### src/tcw_pkg.sv
// ----------------------------------------------------------------------------
// Text console writer package
// Shared constants, action codes and controller/datapath interface types.
// ----------------------------------------------------------------------------
`default_nettype none

package tcw_pkg;

    localparam int DEF_COLUMNS = 80;
    localparam int DEF_ROWS    = 25;

    localparam int IN_DATA_W  = 24;
    localparam int OUT_DATA_W = 32;
    localparam int CELL_W     = 16;

    localparam logic [1:0] ACTION_PUT   = 2'd0;
    localparam logic [1:0] ACTION_CLEAR = 2'd1;
    localparam logic [1:0] ACTION_READ  = 2'd2;
    localparam logic [1:0] ACTION_NONE  = 2'd3;

    localparam logic [0:0] REG_FOREGROUND = 1'b0;
    localparam logic [0:0] REG_BACKGROUND = 1'b1;

    localparam logic [7:0] NEWLINE_CHAR  = 8'h0A;
    localparam logic [7:0] BLANK_CHAR    = 8'h20;
    localparam logic [7:0] RESET_COLOR   = 8'h0F;
    localparam logic [3:0] RESET_FG      = 4'hF;
    localparam logic [3:0] RESET_BG      = 4'h0;

    typedef struct packed {
        logic load;
        logic newline;
        logic write;
        logic clear;
        logic rd_issue;
        logic rd_capture;
        logic out_load;
    } tcw_cmd_t;

    typedef struct packed {
        logic [1:0] action;
        logic       is_newline;
        logic       line_full;
        logic       read_in_range;
        logic       out_free;
    } tcw_status_t;

endpackage

`default_nettype wire

### src/tcw_ctrl.sv
// ----------------------------------------------------------------------------
// Text console writer controller
// Sequences one item at a time through decode, a cell write or read when the item needs one, and output.
// ----------------------------------------------------------------------------
`default_nettype none

module tcw_ctrl (
    input  wire logic                 clk,
    input  wire logic                 rst_n,
    input  wire logic                 s_tvalid,
    output logic                      s_tready,
    input  wire tcw_pkg::tcw_status_t status,
    output tcw_pkg::tcw_cmd_t         cmd
);

    import tcw_pkg::*;

    localparam logic [2:0] S_IDLE   = 3'd0;
    localparam logic [2:0] S_DECODE = 3'd1;
    localparam logic [2:0] S_WRITE  = 3'd2;
    localparam logic [2:0] S_READ   = 3'd3;
    localparam logic [2:0] S_DONE   = 3'd4;

    logic [2:0] state_reg;
    logic [2:0] state_next;

    assign s_tready = (state_reg == S_IDLE);

    always_comb
    begin
        state_next = state_reg;
        cmd        = '0;
        unique case (state_reg)
            S_IDLE:
            begin
                if (s_tvalid)
                begin
                    cmd.load   = 1'b1;
                    state_next = S_DECODE;
                end
            end
            S_DECODE:
            begin
                state_next = S_DONE;
                unique case (status.action)
                    ACTION_PUT:
                    begin
                        cmd.newline = status.is_newline || status.line_full;
                        if (!status.is_newline)
                        begin
                            state_next = S_WRITE;
                        end
                    end
                    ACTION_CLEAR:
                    begin
                        cmd.clear = 1'b1;
                    end
                    ACTION_READ:
                    begin
                        if (status.read_in_range)
                        begin
                            cmd.rd_issue = 1'b1;
                            state_next   = S_READ;
                        end
                    end
                    ACTION_NONE:
                    begin
                        state_next = S_DONE;
                    end
                endcase
            end
            S_WRITE:
            begin
                cmd.write  = 1'b1;
                state_next = S_DONE;
            end
            S_READ:
            begin
                cmd.rd_capture = 1'b1;
                state_next     = S_DONE;
            end
            S_DONE:
            begin
                if (status.out_free)
                begin
                    cmd.out_load = 1'b1;
                    state_next   = S_IDLE;
                end
            end
            default:
            begin
                state_next = S_IDLE;
            end
        endcase
    end

    always_ff @(posedge clk or negedge rst_n)
    begin
        if (!rst_n)
        begin
            state_reg <= S_IDLE;
        end
        else
        begin
            state_reg <= state_next;
        end
    end

endmodule

`default_nettype wire

### config.mk
export PLATFORM = sky130hd
export DESIGN_NAME = tcw_ctrl
export DESIGN_NICKNAME = d
export VERILOG_FILES = /design/src/tcw_pkg.sv /design/src/tcw_ctrl.sv
export SDC_FILE = /design/constraint.sdc
export NUM_CORES = 1
export LEC_CHECK = 0
export BUFFER_PORTS_ARGS = -buffer_cell sky130_fd_sc_hd__buf_2
export CAP_MARGIN = 15
export CORE_AREA = 5 5 42 44
export CTS_BUF_LIST = sky130_fd_sc_hd__clkbuf_2 sky130_fd_sc_hd__clkbuf_4 sky130_fd_sc_hd__clkbuf_8
export DETAILED_ROUTE_END_ITERATION = 6
export DIE_AREA = 0 0 47 49
export PLACE_DENSITY_LB_ADDON = 0.15
export SETUP_SLACK_MARGIN = 0.4
export SLEW_MARGIN = 20
export SYNTH_ARGS = -nofsm -noshare
export SYNTH_HDL_FRONTEND = slang
export SYNTH_SLANG_ARGS = --single-unit
### constraint.sdc
create_clock -name clk -period 1 [get_ports clk]
set_input_delay 0.05 -clock clk [delete_from_list [all_inputs] [get_ports clk]]
set_output_delay 0.05 -clock clk [all_outputs]
set_load 0.01 [all_outputs]
==> out/results.ini <==
[run_status]
outcome = finished, violations left
failed_checks = setup timing

[grt]
grt_overflow_total = 0
grt_max_degree = 6
antenna_found_initial = 0
grt_pass1_vias = 325
grt_first_pass_wirelength_um = 1280
grt_usage = 0.0748

[timing]
min_period_over_period = 1.24
setup_ws_ns = -0.237
rsz0062_at_grt = yes
maxSlewHeadroom = 0.826
hold_viol_final = 0
worstMarginPinSlew_ns = 0.261
fin_skew_ns = 0.0100
period_minus_slack_ns = 1.24
setup_violations = 10
timing.fmax_mhz = 808
drv_slew = 0
tns_ns = -1.87

[clock_tree]
h-tree-depth = 1
numClockSinks = 3
insertion_delay_ns = 0.24
cts_buffers = 3
cts_tree = yes
path_clk_slew_ns = 0.03
cts_buffer_depth = 2
cts_root_buffer = clkbuf_4

[detailed_routing]
wl_per_cell_um = 11.8
drt-total-wl_um = 815
drc_errors = 0
first_pass_iters = 2
via_per_inst = 4.28
drt_iter0_drc = 1
ant_nets = 0
route.vias.total = 295

[yosys]
synth.area.top_cells = dfrtp_1 (37%), nor3_1 (7.4%), nor2_1 (7.4%)
yosysSeqAreaShare = 0.370
yosysTopAreaCell = dfrtp_1
synth_cells = 25
synthFlopType = dfrtp_1
synth-seq-cells = 3
synth_area_sq_um = 203
yosys.cell_count.top_type = nor2_1
netlist.area_leader.share = 0.370
avgSynthCellArea_sq_um = 8.11
async_flop_share = 1.00
synth-edff-count = 0
yosysUniqueCellTypes = 16
ys_top_cells_by_count = nor2_1 (4), dfrtp_1 (3), nand2_1 (3), nor3_1 (3)
yosys_warnings = 0
syn-num-nets = 34

[placement]
gp_congestion = 0.705
dpl_cell_area_sq_um = 393
pre_cts_ws_ns = -0.132
dpl.hpwl_um = 628
port_buffers = 16

[pwr]
comb_power_share = 0.587
seqPwrFrac = 0.184
p_sw_frac = 0.371
switching_power_mw = 0.402
intPower_mw = 0.681
finalPower_mw = 1.08
p_per_area_nw_per_um2 = 2120
clock_power_share = 0.228
p_leak_nw = 0.239
peakVddDrop_mv = 1.30

[setup_path]
required_ns = 0.95
setup.worst_path.class = register to output port
rrSetupSlack_ns = -0.19
cp_cell_sequence = buf_6 > and4bb_2 > buf_6
worstSetupStartpoint = state_reg[1]
crit_arrival_ns = 1.19
timing.rr.end = state_reg[2]
r2r_cells = 3
crit_slowest_cell = dfrtp_1
crit_top_cell = buf_6
critPathCaptureType = output port
startpoint_type = register
setup.worst_path.end = cmd[0]
regToRegStartpoint = state_reg[2]
worst-path-max-fanout = 4
slowest_delay_ns = 0.42

[floorplanning]
core_area_sq_um = 1400
num_rows = 14
die_width_um = 47
start_util = 0.145
die_area_sq_um = 2300
io_pins = 17
fp.dieH_um = 49

[finish]
drive_above_1_share = 0.811
largest_reg_flops = 3
final_area_sq_um = 510
antenna_cells = 0
areaGrowthSynthToFinish_pct = 152
nets = 63

[flow_run]
cap_violations = 0

[hold_path]
min_path_type = input pin to register

## what timing repair did
action	4_1_cts	5_1_grt
setup endpoints to repair	11	11
pin swaps	7	2
cloned	0	0
setup buffers	1	0
hold buffers	1	0
gates resized for setup	9	8
hold endpoints to repair	3	0
## stage by stage
step / hold WS (ns) / std cells / util
after detailed placement: -0.152 / 63 / 0.280
final: 0.109 / 69 / 0.364
after floorplan: -0.246 / 25 / -
after CTS: 0.103 / 69 / 0.338
after global placement: -0.153 / 63 / 0.280
after global routing: 0.0965 / 69 / 0.364
## placed cells by master (no fill, tap or decap)
cell type	instances
nor2_4	2
a21oi_1	1
nor2_1	1
buf_6	5
nand2_1	1
or4b_1	1
dlygate4sd3_1	1
and4bb_2	1
o311ai_2	1
nor2b_1	1
a21boi_2	1
nand2_4	2
nor3b_2	1
buf_2	14
nand2b_4	1
dfrtp_1	3
inv_6	1
nor3_2	3
clkbuf_4	4
or2_2	1
nor2_2	1
buf_4	4
or3_1	1
nor4_4	1
## area by class of cell
| cell class | instances | area (sq um) |
|---|---|---|
| Clock buffer | 4 | 30.0 |
| Fill cell | 151 | 891 |
| Inverter | 1 | 8.76 |
| Multi-Input combinational cell | 21 | 210 |
| Sequential cell | 3 | 75.1 |
| Tap cell | 16 | 20.0 |
| Timing Repair Buffer | 24 | 166 |
## power by group through the flow
stage               Combinational, mW  Sequential, mW  Clock (mW)
finish                          0.636           0.199       0.247
detailed placement              0.465           0.186           0
floorplan                       0.213           0.205           0
CTS                             0.563           0.192       0.252
global route                    0.683           0.204       0.273
global placement                0.458           0.187           0
## worst min path at each step
stage | start | end | depth (start not counted)
global route | s_tvalid | state_reg[0] | 3
CTS | s_tvalid | state_reg[0] | 3
detailed placement | rst_n | state_reg[2] | 1
global placement | rst_n | state_reg[0] | 1
floorplan | rst_n | state_reg[0] | 0
finish | s_tvalid | state_reg[0] | 3
## kinds of logic after synthesis
logic type / after synthesis / share of synthesized area
AOI/OAI and AO/OA: 3 / 0.105
buffers and inverters: 1 / 0.0185
DFF: 3 / 0.370
and+or+nand+nor: 18 / 0.506
## per-layer routing
layer | part of all wire | routed length, um | global-route usage
met5 | 0 | 0 | 0
met4 | 0 | 0 | 0.0138
met3 | 0.092 | 75 | 0.0443
met2 | 0.57 | 466 | 0.133
met1 | 0.34 | 274 | 0.0708
## critical path: cells and delay by family (launching register included)
family / cells / cell delay (ns)
flip-flops: 1 / 0.42
AND/OR/NAND/NOR: 1 / 0.29
buffers and inverters: 2 / 0.25
Power figures use the tool's default switching activity.
